<file path="src/rtl/core/pdt_pkg.sv">
// Shared types and constants for the prescaled dual timer.
`timescale 1ns / 1ps

package pdt_pkg;

	localparam int unsigned NUM_TIMERS     = 2;
	localparam int unsigned NUM_TICK_PINS  = 2;
	localparam int unsigned NUM_CLEAR_PINS = 2;
	localparam int unsigned PRESC_BITS     = 16;
	localparam int unsigned OVF_BITS       = 16;
	localparam int unsigned OUT_CNT_BITS   = 16;
	localparam int unsigned TICK_EN_BITS   = NUM_TICK_PINS + 1;
	localparam int unsigned APB_DATA_BITS  = 32;
	localparam int unsigned APB_ADDR_BITS  = 5;

	// Register map, word index (byte address / 4)
	typedef enum logic [2:0] {
		REG_PRESC_LIMIT = 3'd0,
		REG_T0_TICK_EN  = 3'd1,
		REG_T0_CLR_EN   = 3'd2,
		REG_T0_OVF      = 3'd3,
		REG_T1_TICK_EN  = 3'd4,
		REG_T1_CLR_EN   = 3'd5,
		REG_T1_OVF      = 3'd6
	} reg_idx_t;

	typedef logic [TICK_EN_BITS-1:0]   tick_en_t;
	typedef logic [NUM_CLEAR_PINS-1:0] clr_en_t;
	typedef logic [OVF_BITS-1:0]       ovf_t;

endpackage

</file>
<file path="src/rtl/core/prescaled_dual_timer.sv">
// Top level of the prescaled dual timer: prescaler, two compare timers, register port.
`timescale 1ns / 1ps

// Channel  | Handshake                    | Beat contents
// ---------+------------------------------+------------------------------------------
// in       | in_valid / in_stall          | ext_tick_edges, ext_clear_edges
// out      | out_valid / out_stall        | t0_count, t1_count, t0_irq, t1_irq, presc_tick
// apb      | psel, penable, pwrite, pready| paddr, pwdata, prdata (registers at 4*index)
//
// Each input beat is one timer cycle. A beat is held in the input register and
// then lands in the result register, and one beat is taken every cycle while
// the result side keeps up.
// arst_n clears the prescaler, both timer counts, all configuration registers and valid flags.
// When out_stall holds the result register, the input register holds too and
// in_stall rises only once the input register is also occupied.
module prescaled_dual_timer
	import pdt_pkg::*;
#(
	parameter int unsigned COUNT_BITS = 16
) (
	input  logic                     clk,
	input  logic                     arst_n,

	input  logic                     in_valid,
	output logic                     in_stall,
	input  logic [NUM_TICK_PINS-1:0] ext_tick_edges,
	input  logic [NUM_CLEAR_PINS-1:0] ext_clear_edges,

	output logic                     out_valid,
	input  logic                     out_stall,
	output logic [OUT_CNT_BITS-1:0]  t0_count,
	output logic [OUT_CNT_BITS-1:0]  t1_count,
	output logic                     t0_irq,
	output logic                     t1_irq,
	output logic                     presc_tick,

	input  logic                     psel,
	input  logic                     penable,
	input  logic                     pwrite,
	input  logic [APB_ADDR_BITS-1:0] paddr,
	input  logic [APB_DATA_BITS-1:0] pwdata,
	output logic [APB_DATA_BITS-1:0] prdata,
	output logic                     pready
);

	// Compare width: holds count + 1 and the full overflow register
	localparam int unsigned CMP_W = ((COUNT_BITS > OVF_BITS) ? COUNT_BITS : OVF_BITS) + 1;
	localparam logic [CMP_W-1:0] CNT_MASK_W = CMP_W'({COUNT_BITS{1'b1}});
	localparam logic [OVF_BITS-1:0] OVF_MASK = CNT_MASK_W[OVF_BITS-1:0];

	// Configuration registers
	logic [PRESC_BITS-1:0] presc_limit_q;
	tick_en_t              tick_en_q [NUM_TIMERS];
	clr_en_t               clr_en_q  [NUM_TIMERS];
	ovf_t                  ovf_q     [NUM_TIMERS];

	// Timer state
	logic [PRESC_BITS-1:0] presc_cnt_q;
	logic [COUNT_BITS-1:0] cnt_q [NUM_TIMERS];

	// Input register
	logic                      valid_s1;
	logic [NUM_TICK_PINS-1:0]  ticks_s1;
	logic [NUM_CLEAR_PINS-1:0] clears_s1;

	// Result register
	logic                    out_valid_q;
	logic [OUT_CNT_BITS-1:0] t0_count_q;
	logic [OUT_CNT_BITS-1:0] t1_count_q;
	logic                    t0_irq_q;
	logic                    t1_irq_q;
	logic                    presc_tick_q;

	// Next-state logic
	logic                  advance;
	logic                  presc_hit;
	logic [PRESC_BITS-1:0] presc_cnt_nxt;
	logic [COUNT_BITS-1:0] cnt_nxt [NUM_TIMERS];
	logic                  irq_nxt [NUM_TIMERS];
	logic [CMP_W-1:0]      cnt_wide [NUM_TIMERS];

	logic     cfg_wr;
	reg_idx_t cfg_idx;

	// Move the input beat on when the result register is empty or being taken
	assign advance  = valid_s1 && (!out_valid_q || !out_stall);
	assign in_stall = valid_s1 && !advance;

	assign cfg_wr  = psel && penable && pwrite && pready;
	assign cfg_idx = reg_idx_t'(paddr[APB_ADDR_BITS-1:2]);
	assign pready  = 1'b1;

	// Prescaler: tick and restart once the count is at or past the limit
	always_comb begin
		presc_hit     = (presc_cnt_q >= presc_limit_q);
		presc_cnt_nxt = presc_hit ? '0 : presc_cnt_q + 1'b1;
	end

	// Timers: clear beats tick; wrap and interrupt once count + 1 reaches or passes the overflow value
	always_comb begin
		logic             do_clear;
		logic             do_tick;
		logic [CMP_W-1:0] inc;
		logic [CMP_W-1:0] ovf_w;
		for (int t = 0; t < NUM_TIMERS; t++) begin
			do_clear = |(clr_en_q[t] & clears_s1);
			do_tick  = (presc_hit && tick_en_q[t][0]) ||
				(|(tick_en_q[t][TICK_EN_BITS-1:1] & ticks_s1));
			inc      = CMP_W'(cnt_q[t]) + 1'b1;
			ovf_w    = CMP_W'(ovf_q[t]);
			cnt_nxt[t] = cnt_q[t];
			irq_nxt[t] = 1'b0;
			if (do_clear) begin
				cnt_nxt[t] = '0;
			end else if (do_tick) begin
				if (inc >= ovf_w) begin
					cnt_nxt[t] = '0;
					irq_nxt[t] = 1'b1;
				end else begin
					cnt_nxt[t] = inc[COUNT_BITS-1:0];
				end
			end
			cnt_wide[t] = CMP_W'(cnt_nxt[t]);
		end
	end

	// Input register
	always_ff @(posedge clk or negedge arst_n) begin
		if (!arst_n) begin
			valid_s1 <= 1'b0;
		end else if (!in_stall) begin
			valid_s1 <= in_valid;
		end
	end

	always_ff @(posedge clk) begin
		if (in_valid && !in_stall) begin
			ticks_s1  <= ext_tick_edges;
			clears_s1 <= ext_clear_edges;
		end
	end

	// State and result register: commit one timer cycle per advanced beat
	always_ff @(posedge clk or negedge arst_n) begin
		if (!arst_n) begin
			out_valid_q <= 1'b0;
			presc_cnt_q <= '0;
			for (int t = 0; t < NUM_TIMERS; t++) begin
				cnt_q[t] <= '0;
			end
		end else begin
			if (advance) begin
				out_valid_q <= 1'b1;
				presc_cnt_q <= presc_cnt_nxt;
				for (int t = 0; t < NUM_TIMERS; t++) begin
					cnt_q[t] <= cnt_nxt[t];
				end
			end else if (!out_stall) begin
				out_valid_q <= 1'b0;
			end
		end
	end

	always_ff @(posedge clk) begin
		if (advance) begin
			t0_count_q   <= cnt_wide[0][OUT_CNT_BITS-1:0];
			t1_count_q   <= cnt_wide[1][OUT_CNT_BITS-1:0];
			t0_irq_q     <= irq_nxt[0];
			t1_irq_q     <= irq_nxt[1];
			presc_tick_q <= presc_hit;
		end
	end

	assign out_valid  = out_valid_q;
	assign t0_count   = t0_count_q;
	assign t1_count   = t1_count_q;
	assign t0_irq     = t0_irq_q;
	assign t1_irq     = t1_irq_q;
	assign presc_tick = presc_tick_q;

	// Register writes; overflow values drop bits above the count width
	always_ff @(posedge clk or negedge arst_n) begin
		if (!arst_n) begin
			presc_limit_q <= '0;
			for (int t = 0; t < NUM_TIMERS; t++) begin
				tick_en_q[t] <= '0;
				clr_en_q[t]  <= '0;
				ovf_q[t]     <= '0;
			end
		end else if (cfg_wr) begin
			unique case (cfg_idx)
				REG_PRESC_LIMIT: presc_limit_q <= pwdata[PRESC_BITS-1:0];
				REG_T0_TICK_EN:  tick_en_q[0]  <= pwdata[TICK_EN_BITS-1:0];
				REG_T0_CLR_EN:   clr_en_q[0]   <= pwdata[NUM_CLEAR_PINS-1:0];
				REG_T0_OVF:      ovf_q[0]      <= pwdata[OVF_BITS-1:0] & OVF_MASK;
				REG_T1_TICK_EN:  tick_en_q[1]  <= pwdata[TICK_EN_BITS-1:0];
				REG_T1_CLR_EN:   clr_en_q[1]   <= pwdata[NUM_CLEAR_PINS-1:0];
				REG_T1_OVF:      ovf_q[1]      <= pwdata[OVF_BITS-1:0] & OVF_MASK;
				default: begin
				end
			endcase
		end
	end

	// Register reads
	always_comb begin
		unique case (cfg_idx)
			REG_PRESC_LIMIT: prdata = APB_DATA_BITS'(presc_limit_q);
			REG_T0_TICK_EN:  prdata = APB_DATA_BITS'(tick_en_q[0]);
			REG_T0_CLR_EN:   prdata = APB_DATA_BITS'(clr_en_q[0]);
			REG_T0_OVF:      prdata = APB_DATA_BITS'(ovf_q[0]);
			REG_T1_TICK_EN:  prdata = APB_DATA_BITS'(tick_en_q[1]);
			REG_T1_CLR_EN:   prdata = APB_DATA_BITS'(clr_en_q[1]);
			REG_T1_OVF:      prdata = APB_DATA_BITS'(ovf_q[1]);
			default:         prdata = '0;
		endcase
	end

endmodule
</file>
<file path="config.mk">
export PLATFORM = sky130hd
export DESIGN_NAME = prescaled_dual_timer
export DESIGN_NICKNAME = d
export VERILOG_FILES = /design/src/rtl/core/pdt_pkg.sv /design/src/rtl/core/prescaled_dual_timer.sv
export SDC_FILE = /design/constraint.sdc
export NUM_CORES = 1
export LEC_CHECK = 0
export BUFFER_PORTS_ARGS = -buffer_cell sky130_fd_sc_hd__buf_2
export CAP_MARGIN = 20
export CORE_MARGIN = 2
export CORE_UTILIZATION = 53
export DETAILED_ROUTE_END_ITERATION = 6
export PLACE_DENSITY = 0.82
export SETUP_SLACK_MARGIN = 0.05
export SKIP_LAST_GASP = 1
export SYNTH_ARGS = -nofsm -noshare
export SYNTH_HDL_FRONTEND = slang
export SYNTH_SLANG_ARGS = --single-unit
</file>
<file path="constraint.sdc">
create_clock -name clk -period 3.97 [get_ports clk]
set_clock_uncertainty 0.1 [all_clocks]
set_input_delay 0.794 -clock clk [delete_from_list [all_inputs] [get_ports clk]]
set_output_delay 0.794 -clock clk [all_outputs]
set_load 0.01 [all_outputs]
</file>
Yosys cells after proc, flatten, opt, wreduce, memory -nomap -nowiden
Cells that the tools add are included.

word-level totals
  ROM bits = 0
  memories = 0
  register bits after elaboration = 147
  latch bits = 0
  output and inout port bits = 70
  RAM bits = 0

operators by class
  multipliers = 0
  magnitude comparators = 3
  $add $sub $neg = 3
  eq/ne operators = 7
  bitwise operators = 6
  reduce and logical (&&, ||, !) cells = 28
  multiplexer cells = 12
  shift operators = 0
  div/mod/pow operators = 0

operator list
  kind                                                                    number
  16-bit two-way mux                                                      7
  16-bit case mux with 7 select lines                                     1
  16-bit by 1-bit adder with 17-bit output (second input constant)        2
  17-bit by 16-bit greater-or-equal comparator with 1-bit output          2
  16-bit by 1-bit adder with 16-bit output (second input constant)        1
  16-bit greater-or-equal comparator                                      1
  2-bit AND reduction                                                     7
  3-bit equality test (second input constant)                             3
  2-bit bitwise AND                                                       4
  2-bit OR reduction                                                      4
  1-bit logical AND                                                       7
  3-bit by 2-bit equality test with 1-bit output (second input constant)  2
  3-bit OR reduction                                                      2
  1-bit zero test                                                         4
  1-bit two-way mux                                                       4
  3-bit by 1-bit equality test with 1-bit output (second input constant)  1
  3-bit zero test                                                         1
  1-bit logical OR                                                        3
  2-bit by 1-bit != test with 1-bit output (second input constant)        1
  1-bit NOT                                                               2

Longest topological paths before layout
  depth after elaboration = 7
  gate-level depth with buffers = 17
  depth with buffers taken out = 14

Least setup slack after synthesis
Ideal clock, no wire load.

  path type = flip-flop to flip-flop
  start = register cnt_q[16] (netlist bit)
  end = register t0_count_q[11], in the netlist t0_count[11] (data pin)
  buffers on the path = 1
  slack = 0.021 ns
  clock period less this slack = 3.949 ns
  arrival time = 3.590 ns
  cell stages (with the launch flop) = 15
  required time = 3.611 ns
  path through = dfrtp_1 ha_1 nand3_2 or4_1 buf_2 nor2b_1 xnor2_1 inv_1 ha_1 and4_1 nand4_1 o41ai_2 or2_4 nor3_1 o31a_1

RTL lines
  what                              line                         text
  start: declaration                prescaled_dual_timer.sv:59   logic [COUNT_BITS-1:0] cnt_q [NUM_TIMERS];
  start signal: indexed assignment  prescaled_dual_timer.sv:156  cnt_q[t] <= cnt_nxt[t];
  end signal: assignment            prescaled_dual_timer.sv:166  t0_count_q <= cnt_wide[0][OUT_CNT_BITS-1:0];
  end: declaration                  prescaled_dual_timer.sv:68   logic [OUT_CNT_BITS-1:0] t0_count_q;

==> results.yml <==
clock_tree:
  clk_pin_slew_worst_paths_ns: 0.06
  htree_levels: 4
  cts.sinks: 147
  root_buffer: "clkbuf_16"
  hold_buffers: 0
  clockBufferDepth: 2
  clk_latency_ns: 0.43
  cts_tree: "done"
  cts_made_buffers: 17
global_routing:
  antenna_found_initial: 0
  grt_pass1_vias: 6917
  grt_use_total_pct: 26.25
  grt_pass1_wl_um: 35630
  grt_max_degree: 59
  overflow: 0
place:
  dp_hpwl_um: 15630
  routabilityCongestion: 0.8849
  io_buffers: 82
critical_path:
  timing.rr.start: "cnt_q[17]"
  worstPathRequired_ns: 4.09
  arrival_ns: 3.91
  path_delay_family: "compound AO/OA/AOI/OAI gates"
  crit_fanout: 5
  crit_path_start_kind: "flop"
  criticalPathCategory: "flop to flop"
  crit_chain: "buf_4, and3_4, nand3_2, nor4_2, buf_4, nand4_1, xor2_1, inv_1, ha_4, a21oi_1, o21ai_1, a21o_1, a211o_1, nor2_4, buf_4, nand2_1, o41ai_1"
  crit_path_start: "cnt_q[17]"
  crit_path_top_delay_cell: "dfrtp_1"
  cp_num_buf_inv: 4
  end_kind: "flop"
  cp_common_cell: "buf_4"
  critPathMaxStageDelay_ns: 0.42
logic_synthesis:
  ys_ff_latch: 147
  synth_edf_count: 39
  syn_avg_cell_area_sq_um: 9.713
  synth_sequential_area_ratio_pct: 45.07
  synth.top_cell.area_share_pct: 31.44
  synthFlopType: "dfrtp_1"
  yosysUniqueCellTypes: 72
  synthCells: 885
  synthTopCellsByCount: "108 x dfrtp_1, 102 x nand2_1, 66 x o21ai_0, 59 x inv_1, 58 x nor2_1"
  yosys.area.top_type: "dfrtp_1"
  netlist_top_cells_area: "dfrtp_1 31%, edfxtp_1 14%, ha_1 7.4%"
  synth_most_common_cell: "dfrtp_1"
  netlist_area_sq_mm: 0.008596
  async_flop_share_pct: 73.47
  ys_warn_count: 0
final_layout:
  drive_gt1_share_pct: 23.88
  final_core_util_pct: 64.33
  nNetsFinal: 1091
  syn2layout_area_growth_pct: 18.88
  multi_input_area_sq_mm: 0.004393
  fillers: 1250
  antenna_cells: 0
  seqCellArea_sq_mm: 0.003875
outcome:
  status: "completed"
pwr:
  ir_drop_uv: 373.3
  power_density_mw_per_mm2: 517.7
  power.leakage_uw: 0.004625
timing:
  setup_violations: 0
  drv_slew: 0
  period_share_pct: 95.50
  hold_viol_final: 0
  tightestPinTransition_ns: 0.8307
  grt_setup_unrepaired: "yes"
  relSlewSlack_pct: 44.03
  fin_setup_tns_ns: 0
  max_freq_mhz: 263.8
  period_needed_ns: 3.791
floorplanning:
  start_util_pct: 54.11
  die_width_um: 131.4
  die_area_sq_mm: 0.01725
  coreArea_sq_mm: 0.01589
  pin_count: 118
  rows: 46
  die_h_um: 131.4
detailed_routing:
  wl_um: 22640
  viasPerCell: 5.979
  drc: 0
  drt-pass1-iter-count: 5
  ant_nets: 0
  wire_per_inst_um: 18.54
  vias: 7300
  drt_iter0_markers: 697
min_path:
  hold_class: "input pin to async pin"
run:
  max-cap-violations: 0
cell families after synthesis:
family,after synthesis,synth area share (%)
fa+ha+maj,51,7.424
other cells,2,0.08737
xor+xnor,38,3.872
buf+inv,123,6.405
compound gates,206,16.43
flops,147,45.07
simple gates,283,15.92
mux,35,4.789
final timing paths:
kind                                      to  slack, ns  cells after the start
setup reg to reg                 t0_count[8]       0.18                     17
max in group asynchronous           cnt_q[4]       2.67                      2
setup / recovery                 t0_count[8]       0.18                     17
hold / removal             presc_limit_q[10]       0.35                      1
min in group clk                   out_valid       0.40                      1
hold reg to reg                    out_valid       0.40                      1
report_power, final:
part	leakage [uW]	internal (uW)	switching, uW
clock	0.000283	983	640
sequential	0.00171	1840	215
combinational	0.00263	660	951
total	0.00462	3480	1810
flip-flops by register name (all words and copies together), names as in the netlist:
name,flops
presc_limit_q,16
presc_tick,1
t0_irq,1
presc_cnt_q,16
tick_en_q,6
t0_count,16
cnt_q,32
ticks_s1,2
out_valid,1
valid_s1,1
clr_en_q,4
clears_s1,2
t1_count,16
t1_irq,1
ovf_q,32
routing by layer:
layer  global-route usage [%]  up-vias  routed length, um
li1                         -     3378                  -
met1                    33.06     3560               9197
met4                    11.90        0                719
met2                    43.22      297              11140
met5                        0        -                  0
met3                    6.096       65               1578
stage by stage:
| step | total power [uW] | setup slack [ns] | cell area, sq um | instances | hold WS, ns |
|---|---|---|---|---|---|
| floorplan | 3021 | 0.1293 | 8663 | 900 | 0.3574 |
| global placement | 3477 | 0.05324 | 9403 | 1182 | 0.3737 |
| finish | 5290 | 0.1787 | 10220 | 1221 | 0.3454 |
| CTS | 5197 | 0.01687 | 10040 | 1217 | 0.3645 |
| global route | 5565 | 0.01936 | 10220 | 1221 | 0.3971 |
| detailed placement | 3546 | 0.01077 | 9403 | 1182 | 0.3826 |
cell type report:
cell class	count	area share (%)
Inverter	59	2.167
Clock inverter	14	1.592
Multi-Input combinational cell	630	42.99
Tap cell	216	2.645
Clock buffer	18	4.200
Timing Repair Buffer	137	8.485
Sequential cell	147	37.92
cells in the final DEF, fill, tap and decap left out, types with 4 or more instances in the layout:
cell and instances:
nor3b_1 5, a22oi_1 18, nand2_1 101, o211ai_1 16, conb_1 17, nor3_1 14, and4_1 5, and3_1 8
a21oi_1 20, or3_1 7, buf_2 81, o21ai_0 65, a21o_1 5, nand4_1 12, mux2i_1 4, clkinv_2 4
clkbuf_16 17, nand3_1 28, a211oi_1 6, buf_4 52, dfrtp_1 107, xnor2_1 22, edfxtp_1 39, inv_1 58
ha_1 48, xor2_1 15, o41ai_2 4, a22o_1 22, mux2_2 29, nor2b_1 6, nand2b_1 8, o311ai_1 5
o2bb2ai_1 5, nand3_2 4, o21ai_1 5, nor2_1 56, o31ai_2 6, a31oi_1 4
timing repair:
item / in CTS / in global routing
setup buffers: 3 / 4
endpoints found under the setup margin: 13 / 60
resized for setup: 3 / 30
hold endpoints to repair: 0 / 0
pin swaps: 1 / 9
gates cloned: 0 / 0
No activity file was read; power rests on OpenSTA's default activity.
